**config.mk**
```make
export PLATFORM = sky130hd
export DESIGN_NAME = serial_loaded_bank_switch_mapper
export DESIGN_NICKNAME = d
export VERILOG_FILES = /design/src/rtl/core/slbsm_pkg.sv /design/src/rtl/core/slbsm_front.sv /design/src/rtl/core/slbsm_rem.sv /design/src/rtl/core/slbsm_back.sv /design/src/rtl/core/serial_loaded_bank_switch_mapper.sv
export SDC_FILE = /design/constraint.sdc
export NUM_CORES = 1
export LEC_CHECK = 0
export ABC_AREA = 1
export BUFFER_PORTS_ARGS = -buffer_cell sky130_fd_sc_hd__buf_2
export CAP_MARGIN = 5
export CORE_ASPECT_RATIO = 0.9
export CORE_MARGIN = 4
export CORE_UTILIZATION = 55
export CTS_BUF_LIST = sky130_fd_sc_hd__clkbuf_2
export DETAILED_ROUTE_END_ITERATION = 10
export PLACE_DENSITY = 0.79
export SKIP_CTS_REPAIR_TIMING = 1
export SLEW_MARGIN = 15
export SYNTH_ARGS = -nofsm -noshare
export SYNTH_HDL_FRONTEND = slang
export SYNTH_SLANG_ARGS = --single-unit
```
**constraint.sdc**
```tcl
create_clock -name i_clk -period 3.1 [get_ports i_clk]
set_clock_uncertainty 0.05 [all_clocks]
set_input_delay 0.465 -clock i_clk [delete_from_list [all_inputs] [get_ports i_clk]]
set_output_delay 0.465 -clock i_clk [all_outputs]
set_load 0.01 [all_outputs]
```
**src/rtl/core/slbsm_pkg.sv**
```systemverilog
// Shared types and constants for the serial-loaded bank switch mapper.
// No dependencies; imported by every module of the block.
package slbsm_pkg;

    localparam int CMD_W     = 2;
    localparam int ADDR_W    = 16;
    localparam int DATA_W    = 8;
    localparam int MAP_W     = 19;
    localparam int PRGC_W    = 6;
    localparam int CHRS_W    = 5;
    localparam int SHIFT_W   = 5;
    localparam int CFG_IDX_W = 2;
    localparam int CFG_DAT_W = 6;

    // command codes
    localparam logic [CMD_W-1:0] CMD_WRITE = 2'd0;
    localparam logic [CMD_W-1:0] CMD_PRG   = 2'd1;
    localparam logic [CMD_W-1:0] CMD_CHR   = 2'd2;

    // configuration register indexes
    localparam logic [CFG_IDX_W-1:0] CFG_PRG_BANK_COUNT = 2'd0;
    localparam logic [CFG_IDX_W-1:0] CFG_CHR_SIZE_8K    = 2'd1;

    localparam int DATA_RESET_BIT = 7;

    localparam logic [SHIFT_W-1:0] CONTROL_RESET    = 5'h1C;
    localparam logic [SHIFT_W-1:0] CONTROL_RESET_OR = 5'h0C;
    localparam logic [PRGC_W-1:0]  PRG_COUNT_RESET  = 6'd16;
    localparam logic [CHRS_W-1:0]  CHR_SIZE_RESET   = 5'd16;
    localparam logic [2:0]         PRG_WIDE_RESET   = 3'd3;

    localparam int QUEUE_DEPTH = 2;

    typedef enum logic [2:0] {
        OP_NONE,
        OP_RESET,
        OP_SHIFT,
        OP_PRG,
        OP_CHR
    } t_op;

    // classified request as it sits in the queue
    typedef struct packed {
        t_op               op;
        logic [ADDR_W-1:0] address;
        logic              shift_bit;
    } t_qent;

    // status of the bank reduction unit
    typedef struct packed {
        logic               busy;
        logic               done;
        logic [PRGC_W-1:0]  rem;
    } t_rem_stat;

endpackage

```
**src/rtl/core/slbsm_front.sv**
```systemverilog
// Front end: accepts requests, classifies them and queues them.
// Depends on slbsm_pkg.
module slbsm_front import slbsm_pkg::*; (
    input  logic              i_clk,
    input  logic              i_rst_n,
    input  logic              i_valid,
    output logic              o_ready,
    input  logic [CMD_W-1:0]  i_cmd,
    input  logic [ADDR_W-1:0] i_address,
    input  logic [DATA_W-1:0] i_data,
    output logic              o_ent_valid,
    output t_qent             o_ent,
    input  logic              i_pop
);

    localparam int PTR_W = (QUEUE_DEPTH > 1) ? $clog2(QUEUE_DEPTH) : 1;
    localparam int CNT_W = $clog2(QUEUE_DEPTH + 1);

    t_qent              r_q [QUEUE_DEPTH];
    logic [PTR_W-1:0]   r_wr_ptr;
    logic [PTR_W-1:0]   r_rd_ptr;
    logic [CNT_W-1:0]   r_count;
    t_qent              w_ent;
    logic               w_push;
    logic               w_pop;

    always_comb begin
        w_ent.address   = i_address;
        w_ent.shift_bit = i_data[0];
        case (i_cmd)
            CMD_WRITE: w_ent.op = i_data[DATA_RESET_BIT] ? OP_RESET : OP_SHIFT;
            CMD_PRG:   w_ent.op = OP_PRG;
            CMD_CHR:   w_ent.op = OP_CHR;
            default:   w_ent.op = OP_NONE;
        endcase
    end

    assign o_ready     = (r_count != CNT_W'(QUEUE_DEPTH));
    assign o_ent_valid = (r_count != '0);
    assign o_ent       = r_q[r_rd_ptr];
    assign w_push      = i_valid && o_ready;
    assign w_pop       = i_pop && o_ent_valid;

    always_ff @(posedge i_clk) begin
        if (w_push) begin
            r_q[r_wr_ptr] <= w_ent;
        end
        if (!i_rst_n) begin
            r_wr_ptr <= '0;
            r_rd_ptr <= '0;
            r_count  <= '0;
        end else begin
            if (w_push) begin
                r_wr_ptr <= (r_wr_ptr == PTR_W'(QUEUE_DEPTH - 1)) ? '0 : r_wr_ptr + 1'b1;
            end
            if (w_pop) begin
                r_rd_ptr <= (r_rd_ptr == PTR_W'(QUEUE_DEPTH - 1)) ? '0 : r_rd_ptr + 1'b1;
            end
            case ({w_push, w_pop})
                2'b10:   r_count <= r_count + 1'b1;
                2'b01:   r_count <= r_count - 1'b1;
                default: r_count <= r_count;
            endcase
        end
    end

endmodule

```
**src/rtl/core/slbsm_rem.sv**
```systemverilog
// Bank reduction unit: remainder of a bank number by the CHR size,
// one restoring step per cycle. Depends on slbsm_pkg.
module slbsm_rem import slbsm_pkg::*; (
    input  logic               i_clk,
    input  logic               i_rst_n,
    input  logic               i_start,
    input  logic [SHIFT_W-1:0] i_dividend,
    input  logic [PRGC_W-1:0]  i_divisor,
    output t_rem_stat          o_stat
);

    localparam int STEP_W = $clog2(SHIFT_W);

    logic               r_busy;
    logic               r_done;
    logic [STEP_W-1:0]  r_step;
    logic [PRGC_W-1:0]  r_rem;
    logic [SHIFT_W-1:0] r_dvd;
    logic [PRGC_W-1:0]  r_div;
    logic [PRGC_W:0]    w_trial;
    logic [PRGC_W:0]    w_diff;
    logic               w_ge;

    assign w_trial = {r_rem, r_dvd[SHIFT_W-1]};
    assign w_ge    = (w_trial >= {1'b0, r_div});
    assign w_diff  = w_trial - {1'b0, r_div};

    assign o_stat.busy = r_busy;
    assign o_stat.done = r_done;
    assign o_stat.rem  = r_rem;

    always_ff @(posedge i_clk) begin
        if (i_start) begin
            r_rem <= '0;
            r_dvd <= i_dividend;
            r_div <= i_divisor;
        end else if (r_busy) begin
            r_rem <= w_ge ? w_diff[PRGC_W-1:0] : w_trial[PRGC_W-1:0];
            r_dvd <= {r_dvd[SHIFT_W-2:0], 1'b0};
        end
        if (!i_rst_n) begin
            r_busy <= 1'b0;
            r_done <= 1'b0;
            r_step <= '0;
        end else if (i_start) begin
            r_busy <= 1'b1;
            r_done <= 1'b0;
            r_step <= '0;
        end else if (r_busy) begin
            r_step <= r_step + 1'b1;
            if (r_step == STEP_W'(SHIFT_W - 1)) begin
                r_busy <= 1'b0;
                r_done <= 1'b1;
            end
        end
    end

`ifndef SYNTHESIS
    a_rem_below_div: assert property (@(posedge i_clk) disable iff (!i_rst_n)
        r_done |-> (r_rem < r_div))
        else $error("remainder not below divisor");
    a_busy_done_excl: assert property (@(posedge i_clk) disable iff (!i_rst_n)
        !(r_busy && r_done))
        else $error("busy and done together");
    a_start_busy: assert property (@(posedge i_clk) disable iff (!i_rst_n)
        i_start |=> (r_busy && !r_done))
        else $error("start did not begin reduction");
`endif

endmodule

```
**src/rtl/core/slbsm_back.sv**
```systemverilog
// Back end: mapper registers, serial load, address translation and the
// result register. Depends on slbsm_pkg and drives slbsm_rem.
module slbsm_back import slbsm_pkg::*; (
    input  logic                 i_clk,
    input  logic                 i_rst_n,
    input  logic                 i_cfg_valid,
    input  logic [CFG_IDX_W-1:0] i_cfg_index,
    input  logic [CFG_DAT_W-1:0] i_cfg_data,
    input  logic                 i_ent_valid,
    input  t_qent                i_ent,
    output logic                 o_pop,
    output logic                 o_rem_start,
    output logic [SHIFT_W-1:0]   o_rem_dividend,
    output logic [PRGC_W-1:0]    o_rem_divisor,
    input  t_rem_stat            i_rem_stat,
    output logic                 o_out_valid,
    input  logic                 i_out_ready,
    output logic [MAP_W-1:0]     o_mapped_address,
    output logic                 o_chr_ram,
    output logic [1:0]           o_mirror_mode
);

    typedef enum logic {S_RUN, S_REDUCE} t_state;
    typedef enum logic [1:0] {DST_WIDE, DST_LOW, DST_HIGH} t_dst;

    localparam logic [1:0] TGT_CONTROL = 2'd0;
    localparam logic [1:0] TGT_CHR0    = 2'd1;
    localparam logic [1:0] TGT_CHR1    = 2'd2;
    localparam logic [1:0] TGT_PRG     = 2'd3;

    t_state             r_state,   n_state;
    t_dst               r_dst,     n_dst;
    logic [PRGC_W-1:0]  r_prg_bank_count, n_prg_bank_count;
    logic [CHRS_W-1:0]  r_chr_size_8k,    n_chr_size_8k;
    logic [SHIFT_W-1:0] r_shift_value,    n_shift_value;
    logic [2:0]         r_shift_count,    n_shift_count;
    logic [4:0]         r_control,        n_control;
    logic [2:0]         r_prg_bank_wide,  n_prg_bank_wide;
    logic [3:0]         r_prg_bank_low_half,  n_prg_bank_low_half;
    logic [4:0]         r_prg_bank_high_half, n_prg_bank_high_half;
    logic [3:0]         r_chr_bank_wide,      n_chr_bank_wide;
    logic [4:0]         r_chr_bank_low_half,  n_chr_bank_low_half;
    logic [4:0]         r_chr_bank_high_half, n_chr_bank_high_half;
    logic               r_out_valid,  n_out_valid;
    logic [MAP_W-1:0]   r_out_mapped, n_out_mapped;
    logic               r_out_ram,    n_out_ram;
    logic [1:0]         r_out_mirror, n_out_mirror;

    logic               w_out_free;
    logic               w_emit;
    logic [PRGC_W-1:0]  w_count_m1;
    logic [PRGC_W-1:0]  w_cfg_m1;
    logic [SHIFT_W-1:0] w_sv;
    logic [4:0]         w_bank;

    assign w_out_free = !r_out_valid || i_out_ready;
    assign w_count_m1 = r_prg_bank_count - 1'b1;
    assign w_cfg_m1   = i_cfg_data - 1'b1;
    assign w_sv       = {i_ent.shift_bit, r_shift_value[SHIFT_W-1:1]};

    always_comb begin
        n_state              = r_state;
        n_dst                = r_dst;
        n_prg_bank_count     = r_prg_bank_count;
        n_chr_size_8k        = r_chr_size_8k;
        n_shift_value        = r_shift_value;
        n_shift_count        = r_shift_count;
        n_control            = r_control;
        n_prg_bank_wide      = r_prg_bank_wide;
        n_prg_bank_low_half  = r_prg_bank_low_half;
        n_prg_bank_high_half = r_prg_bank_high_half;
        n_chr_bank_wide      = r_chr_bank_wide;
        n_chr_bank_low_half  = r_chr_bank_low_half;
        n_chr_bank_high_half = r_chr_bank_high_half;
        n_out_mapped         = r_out_mapped;
        n_out_ram            = r_out_ram;
        o_pop                = 1'b0;
        o_rem_start          = 1'b0;
        o_rem_dividend       = w_sv;
        o_rem_divisor        = {r_chr_size_8k, 1'b0};
        w_emit               = 1'b0;
        w_bank               = '0;

        if (i_cfg_valid) begin
            case (i_cfg_index)
                CFG_PRG_BANK_COUNT: begin
                    n_prg_bank_count     = i_cfg_data;
                    n_prg_bank_high_half = w_cfg_m1[4:0];
                end
                CFG_CHR_SIZE_8K: n_chr_size_8k = i_cfg_data[CHRS_W-1:0];
                default: ;
            endcase
        end

        case (r_state)
            S_RUN: begin
                if (i_ent_valid && w_out_free) begin
                    o_pop        = 1'b1;
                    w_emit       = 1'b1;
                    n_out_mapped = '0;
                    n_out_ram    = 1'b0;
                    case (i_ent.op)
                        OP_RESET: begin
                            n_shift_value        = '0;
                            n_shift_count        = '0;
                            n_control            = r_control | CONTROL_RESET_OR;
                            n_prg_bank_high_half = w_count_m1[4:0];
                        end
                        OP_SHIFT: begin
                            if (r_shift_count == 3'(SHIFT_W - 1)) begin
                                n_shift_value = '0;
                                n_shift_count = '0;
                                case (i_ent.address[14:13])
                                    TGT_CONTROL: n_control = w_sv;
                                    TGT_CHR0: begin
                                        if (r_chr_size_8k != '0) begin
                                            // bank reduced modulo CHR size first
                                            o_rem_start = 1'b1;
                                            w_emit      = 1'b0;
                                            n_state     = S_REDUCE;
                                            if (r_control[4]) begin
                                                n_dst = DST_LOW;
                                            end else begin
                                                n_dst          = DST_WIDE;
                                                o_rem_dividend = {1'b0, w_sv[4:1]};
                                                o_rem_divisor  = {1'b0, r_chr_size_8k};
                                            end
                                        end else if (r_control[4]) begin
                                            n_chr_bank_low_half = w_sv;
                                        end else begin
                                            n_chr_bank_wide = w_sv[4:1];
                                        end
                                    end
                                    TGT_CHR1: begin
                                        if (r_control[4]) begin
                                            if (r_chr_size_8k != '0) begin
                                                o_rem_start = 1'b1;
                                                w_emit      = 1'b0;
                                                n_state     = S_REDUCE;
                                                n_dst       = DST_HIGH;
                                            end else begin
                                                n_chr_bank_high_half = w_sv;
                                            end
                                        end
                                    end
                                    TGT_PRG: begin
                                        case (r_control[3:2])
                                            2'd2: begin
                                                n_prg_bank_low_half  = '0;
                                                n_prg_bank_high_half = {1'b0, w_sv[3:0]};
                                            end
                                            2'd3: begin
                                                n_prg_bank_low_half  = w_sv[3:0];
                                                n_prg_bank_high_half = w_count_m1[4:0];
                                            end
                                            default: n_prg_bank_wide = w_sv[3:1];
                                        endcase
                                    end
                                    default: ;
                                endcase
                            end else begin
                                n_shift_value = w_sv;
                                n_shift_count = r_shift_count + 1'b1;
                            end
                        end
                        OP_PRG: begin
                            if (r_control[3]) begin
                                w_bank = i_ent.address[14] ? r_prg_bank_high_half
                                                           : {1'b0, r_prg_bank_low_half};
                                n_out_mapped = {w_bank, i_ent.address[13:0]};
                            end else begin
                                n_out_mapped = {1'b0, r_prg_bank_wide, i_ent.address[14:0]};
                            end
                        end
                        OP_CHR: begin
                            if (r_chr_size_8k == '0) begin
                                n_out_mapped = {3'b000, i_ent.address};
                                n_out_ram    = 1'b1;
                            end else if (r_control[4]) begin
                                w_bank = i_ent.address[12] ? r_chr_bank_high_half
                                                           : r_chr_bank_low_half;
                                n_out_mapped = {2'b00, w_bank, i_ent.address[11:0]};
                            end else begin
                                n_out_mapped = {2'b00, r_chr_bank_wide, i_ent.address[12:0]};
                            end
                        end
                        default: ;
                    endcase
                end
            end
            S_REDUCE: begin
                if (i_rem_stat.done && w_out_free) begin
                    w_emit       = 1'b1;
                    n_out_mapped = '0;
                    n_out_ram    = 1'b0;
                    n_state      = S_RUN;
                    case (r_dst)
                        DST_WIDE: n_chr_bank_wide      = i_rem_stat.rem[3:0];
                        DST_LOW:  n_chr_bank_low_half  = i_rem_stat.rem[4:0];
                        DST_HIGH: n_chr_bank_high_half = i_rem_stat.rem[4:0];
                        default:  ;
                    endcase
                end
            end
            default: n_state = S_RUN;
        endcase

        n_out_valid  = w_emit || (r_out_valid && !i_out_ready);
        n_out_mirror = w_emit ? n_control[1:0] : r_out_mirror;
    end

    always_ff @(posedge i_clk) begin
        r_dst        <= n_dst;
        r_out_mapped <= n_out_mapped;
        r_out_ram    <= n_out_ram;
        r_out_mirror <= n_out_mirror;
        if (!i_rst_n) begin
            r_state              <= S_RUN;
            r_prg_bank_count     <= PRG_COUNT_RESET;
            r_chr_size_8k        <= CHR_SIZE_RESET;
            r_shift_value        <= '0;
            r_shift_count        <= '0;
            r_control            <= CONTROL_RESET;
            r_prg_bank_wide      <= PRG_WIDE_RESET;
            r_prg_bank_low_half  <= '0;
            r_prg_bank_high_half <= 5'(PRG_COUNT_RESET - 1'b1);
            r_chr_bank_wide      <= '0;
            r_chr_bank_low_half  <= '0;
            r_chr_bank_high_half <= '0;
            r_out_valid          <= 1'b0;
        end else begin
            r_state              <= n_state;
            r_prg_bank_count     <= n_prg_bank_count;
            r_chr_size_8k        <= n_chr_size_8k;
            r_shift_value        <= n_shift_value;
            r_shift_count        <= n_shift_count;
            r_control            <= n_control;
            r_prg_bank_wide      <= n_prg_bank_wide;
            r_prg_bank_low_half  <= n_prg_bank_low_half;
            r_prg_bank_high_half <= n_prg_bank_high_half;
            r_chr_bank_wide      <= n_chr_bank_wide;
            r_chr_bank_low_half  <= n_chr_bank_low_half;
            r_chr_bank_high_half <= n_chr_bank_high_half;
            r_out_valid          <= n_out_valid;
        end
    end

    assign o_out_valid      = r_out_valid;
    assign o_mapped_address = r_out_mapped;
    assign o_chr_ram        = r_out_ram;
    assign o_mirror_mode    = r_out_mirror;

`ifndef SYNTHESIS
    a_shift_count_range: assert property (@(posedge i_clk) disable iff (!i_rst_n)
        r_shift_count < 3'(SHIFT_W))
        else $error("shift count past load point");
    a_reduce_has_unit: assert property (@(posedge i_clk) disable iff (!i_rst_n)
        (r_state == S_REDUCE) |-> (i_rem_stat.busy || i_rem_stat.done))
        else $error("waiting on idle reduction unit");
    a_no_pop_in_reduce: assert property (@(posedge i_clk) disable iff (!i_rst_n)
        (r_state == S_REDUCE) |-> !o_pop)
        else $error("request popped during reduction");
    a_start_enters_reduce: assert property (@(posedge i_clk) disable iff (!i_rst_n)
        o_rem_start |=> (r_state == S_REDUCE))
        else $error("reduction started without wait state");
`endif

endmodule

```
**src/rtl/core/serial_loaded_bank_switch_mapper.sv**
```systemverilog
// Top level of the serial-loaded bank switch mapper.
// Depends on slbsm_pkg, slbsm_front, slbsm_rem and slbsm_back.
//
// Usage:
//   Request channel (i_in_valid/o_in_ready): cmd 0 is a register write
//   (data bit 7 resets the serial loader, else data bit 0 is shifted in),
//   cmd 1 translates a PRG read address, cmd 2 a CHR read address.
//   Result channel (o_out_valid/i_out_ready): one result per request, in
//   order: ROM offset, CHR RAM flag and the current mirroring mode.
//   Config channel (i_cfg_valid/o_cfg_ready): always ready; index 0 is the
//   PRG bank count, index 1 the CHR size in 8 KB units. Write only while idle.
// Flow:
//   A request lands in a two-entry queue, from which the back end takes it
//   into the result register. One request per cycle is sustained while the
//   receiver is ready and no reduction runs. A fifth serial write that loads
//   a CHR bank with CHR ROM present runs the bank through a bit-serial
//   remainder unit, 5 steps, and holds the back end until it is done.
// Reset (synchronous, active low) restores the power-on banks and mode.
// When the receiver stalls, the result register holds, the queue fills
// and o_in_ready drops after two further requests.
module serial_loaded_bank_switch_mapper import slbsm_pkg::*; (
    input  logic                 i_clk,
    input  logic                 i_rst_n,
    input  logic                 i_in_valid,
    output logic                 o_in_ready,
    input  logic [CMD_W-1:0]     i_cmd,
    input  logic [ADDR_W-1:0]    i_address,
    input  logic [DATA_W-1:0]    i_data,
    output logic                 o_out_valid,
    input  logic                 i_out_ready,
    output logic [MAP_W-1:0]     o_mapped_address,
    output logic                 o_chr_ram,
    output logic [1:0]           o_mirror_mode,
    input  logic                 i_cfg_valid,
    output logic                 o_cfg_ready,
    input  logic [CFG_IDX_W-1:0] i_cfg_index,
    input  logic [CFG_DAT_W-1:0] i_cfg_data
);

    logic               w_ent_valid;
    t_qent              w_ent;
    logic               w_pop;
    logic               w_rem_start;
    logic [SHIFT_W-1:0] w_rem_dividend;
    logic [PRGC_W-1:0]  w_rem_divisor;
    t_rem_stat          w_rem_stat;

    // config registers live in flops and are taken every cycle
    assign o_cfg_ready = 1'b1;

    slbsm_front u_front (
        .i_clk       (i_clk),
        .i_rst_n     (i_rst_n),
        .i_valid     (i_in_valid),
        .o_ready     (o_in_ready),
        .i_cmd       (i_cmd),
        .i_address   (i_address),
        .i_data      (i_data),
        .o_ent_valid (w_ent_valid),
        .o_ent       (w_ent),
        .i_pop       (w_pop)
    );

    slbsm_rem u_rem (
        .i_clk      (i_clk),
        .i_rst_n    (i_rst_n),
        .i_start    (w_rem_start),
        .i_dividend (w_rem_dividend),
        .i_divisor  (w_rem_divisor),
        .o_stat     (w_rem_stat)
    );

    slbsm_back u_back (
        .i_clk            (i_clk),
        .i_rst_n          (i_rst_n),
        .i_cfg_valid      (i_cfg_valid),
        .i_cfg_index      (i_cfg_index),
        .i_cfg_data       (i_cfg_data),
        .i_ent_valid      (w_ent_valid),
        .i_ent            (w_ent),
        .o_pop            (w_pop),
        .o_rem_start      (w_rem_start),
        .o_rem_dividend   (w_rem_dividend),
        .o_rem_divisor    (w_rem_divisor),
        .i_rem_stat       (w_rem_stat),
        .o_out_valid      (o_out_valid),
        .i_out_ready      (i_out_ready),
        .o_mapped_address (o_mapped_address),
        .o_chr_ram        (o_chr_ram),
        .o_mirror_mode    (o_mirror_mode)
    );

endmodule

```
==> metrics.txt <==
DR DRC count 0; worst endpoint data arrival time 3160 ps; CTS Sinks between 100 and 150; Critical Path RT 3610 ps; Mapped Area 6870 sq um; final wirelength ~15000 um; CP delay by family, top simple AND/OR/NAND/NOR gates; pwr dens about 640 nW/um^2; Cells after Synth 810; area leader, netlist edfxtp_1; routed wl met2 about 7200 um; status finished clean; Seq cells post-synth 141; IO Count 64; cell mode on critical path nand2_1; final net count between 900 and 1000; maximum vdd drop 0.478 mV; Core ar. roughly 12000 sq um; Clk Latency, worst-skew pair 680 ps; WL/cell 14.3 um; critical path cell sequence inv_2 > or2_2 > o21ai_0 > ha_1 > nand2_1 > nand2_1 > nand2_1 > nor2_1 > nand3_4 > inv_2 > o21ai_1 > a21oi_2; hpwl dp around 11000 um; YS warnings 0; Initial Util 56.7%; Most used DFF post-synth edfxtp_1; Tot GR Track Use 21.4%; die width ~130 um; M1 wire length 6730 um; critical path type reg -> reg; setup TNS 0 ps; largest net degree at the start of global routing 27; post-route clock period utilization 85.6%; worst hold path class in -> reg; layout cells sized above 1 14.8%; H-Tree Depth 4; Num CTS Buffers 17; RePlAce Congestion 0.894; CP Buf/Inv Count 2; P&R area growth vs syn 12.8%; top post-synthesis cells by area edfxtp_1, dfxtp_1, nand2_1; Antenna diodes 0; CTS tree built; Highest Signal Layer met4; min cycle time layout around 2700 ps; Vias 5750; FMAX 0.377 GHz; vias in the first global route roughly 5300; gr ovfl total 0; Avg Inst Size Synth 8.48 sq um; FP Rows 38; slowest cell on the critical path dfxtp_1; slowest stage delay, CP approximately 490 ps; setup violators final 0; initial antenna violation count 0; Detailed Route Iter0 Violations 543; clock root cell clkbuf_2; Synth top area share approximately a third; Seq/Total Area, Yosys 52.0%; unrepaired setup endpoints after global routing false; Relative slew margins 43.3%; TritonRoute pass-1 iters 5; ys async rst share 0%; library cells used by synthesis 47; drt via density ~5.4; first-pass GRT wire length approximately 25000 um; CP max FO 22; die area 14300 sq um; Static Leak between 0.003 and 0.004 uW; die height ~110 um; port bufs 55; fillers 1023; Startpoint Class register; antenna viol nets, final 0; CTS clock-pin slew for the worst setup and hold paths 220 ps; EDFF count, synth 75; Worst-Margin Slew 844 ps; Post-Place Cell Area ~7300 sq um; MaxCap Viol Count 0; Slew Limit Fails 0; Fin. Hold Viols 0; Clock Tree Buf Depth 2; fin area 7750 sq um; element type at the critical path end register; met3 wire len 1020 um; Synthesized Nets 867
final cells by class:
cell class                 instances  area (sq um)  area share (%)
clock buffer                      17          85.1            1.10
clock inverter                    15           114            1.47
inverter                         102           389            5.02
multi-input combinational        541          2750            35.4
sequential                       141          3570            46.1
tap                              160           200            2.58
timing repair buffer              95           643            8.30
stage by stage:
stage          power [uW]  setup slack (ps)  hold WS (ps)  util (%)  std cells
6_report             4960               446           137      63.9       1071
5_1_grt              5300               191           102      63.9       1071
4_1_cts              4950               434          -158      61.7       1044
3_5_place_dp         4030               461           399      60.1       1012
3_3_place_gp         3990               525           398      60.1       1012
2_1_floorplan        3530               806           388         -        810
per-layer routing:
metal / vias to the layer above / GRT usage, %
met1: 2648 / 29.0
li1: 2870 / -
met2: 204 / 35.0
met4: 0 / 7.15
met5: - / 0
met3: 28 / 4.40
power by group:
group,internal (uW),switching [uW],leakage (uW),total [uW]
sequential,2320,135,0.00124,2460
clock,220,713,0.000113,933
combinational,503,1060,0.00200,1570
tightest hold or removal path: stages:
cell and delay [ps]:
buf_2 90, nor3_1 130, a21oi_1 160
sequential cells by signal, summed over array words and instances, names as in the netlist, 3 cells and up, named ones only:
signal                       cells
u_front.r_q                     40
u_back.o_mapped_address         19
u_rem.r_div                      6
u_rem.r_rem                      6
u_back.r_chr_bank_high_half      5
u_back.r_chr_bank_low_half       5
u_back.r_chr_size_8k             5
u_back.r_control                 5
u_back.r_prg_bank_count          5
u_back.r_prg_bank_high_half      5
u_rem.r_dvd                      5
u_back.r_chr_bank_wide           4
u_back.r_prg_bank_low_half       4
u_back.r_shift_value             4
u_back.r_prg_bank_wide           3
u_back.r_shift_count             3
u_rem.r_step                     3
cells in the mapped netlist, types with 8 or more instances:
library cell / instances
nand4_1: 10
a21oi_1: 57
dfxtp_1: 66
edfxtp_1: 75
clkbuf_1: 12
ha_1: 17
nand3_1: 54
nand2_1: 199
nor3_1: 16
o21ai_0: 55
nor2_1: 62
o211ai_1: 13
inv_1: 93
nand2_2: 8
logic make-up after synthesis:
group,synth area share [%]
and+or+nand+nor,23.5
AOI/OAI and AO/OA,12.1
DFF,52.0
buffers and inverters,8.05
adders and majority gates,3.39
xor gates and xnor gates,0.892
other,0.0546
cells in the final DEF, fill, tap and decap left out, types with 6 or more instances in the layout:
master	synthesis	layout
nor3_1	16	16
nand3_1	54	54
a21oi_1	57	57
dfxtp_1	66	66
ha_1	17	17
o21ai_0	55	55
o21ai_1	6	6
buf_4	5	13
buf_2	2	55
nor2_1	62	61
nand2_2	8	8
nand4_1	10	10
edfxtp_1	75	75
inv_6	1	6
dlygate4sd3_1	0	27
clkbuf_2	0	17
o211ai_1	13	13
nand2_1	199	199
inv_1	93	93
final timing paths:
path                                        from                              to  slack (ps)  cells after the start
hold / removal                    i_cfg_index[1]         u_back.r_chr_size_8k[3]         140                      3
setup / recovery                        register                  u_rem.r_dvd[0]         450                     12
setup reg to reg                        register                  u_rem.r_dvd[0]         450                     12
hold reg to reg   u_back.r_chr_bank_high_half[1]  u_back.r_chr_bank_high_half[1]         420                      2
Note: power is estimated with default switching activity, not from simulation.
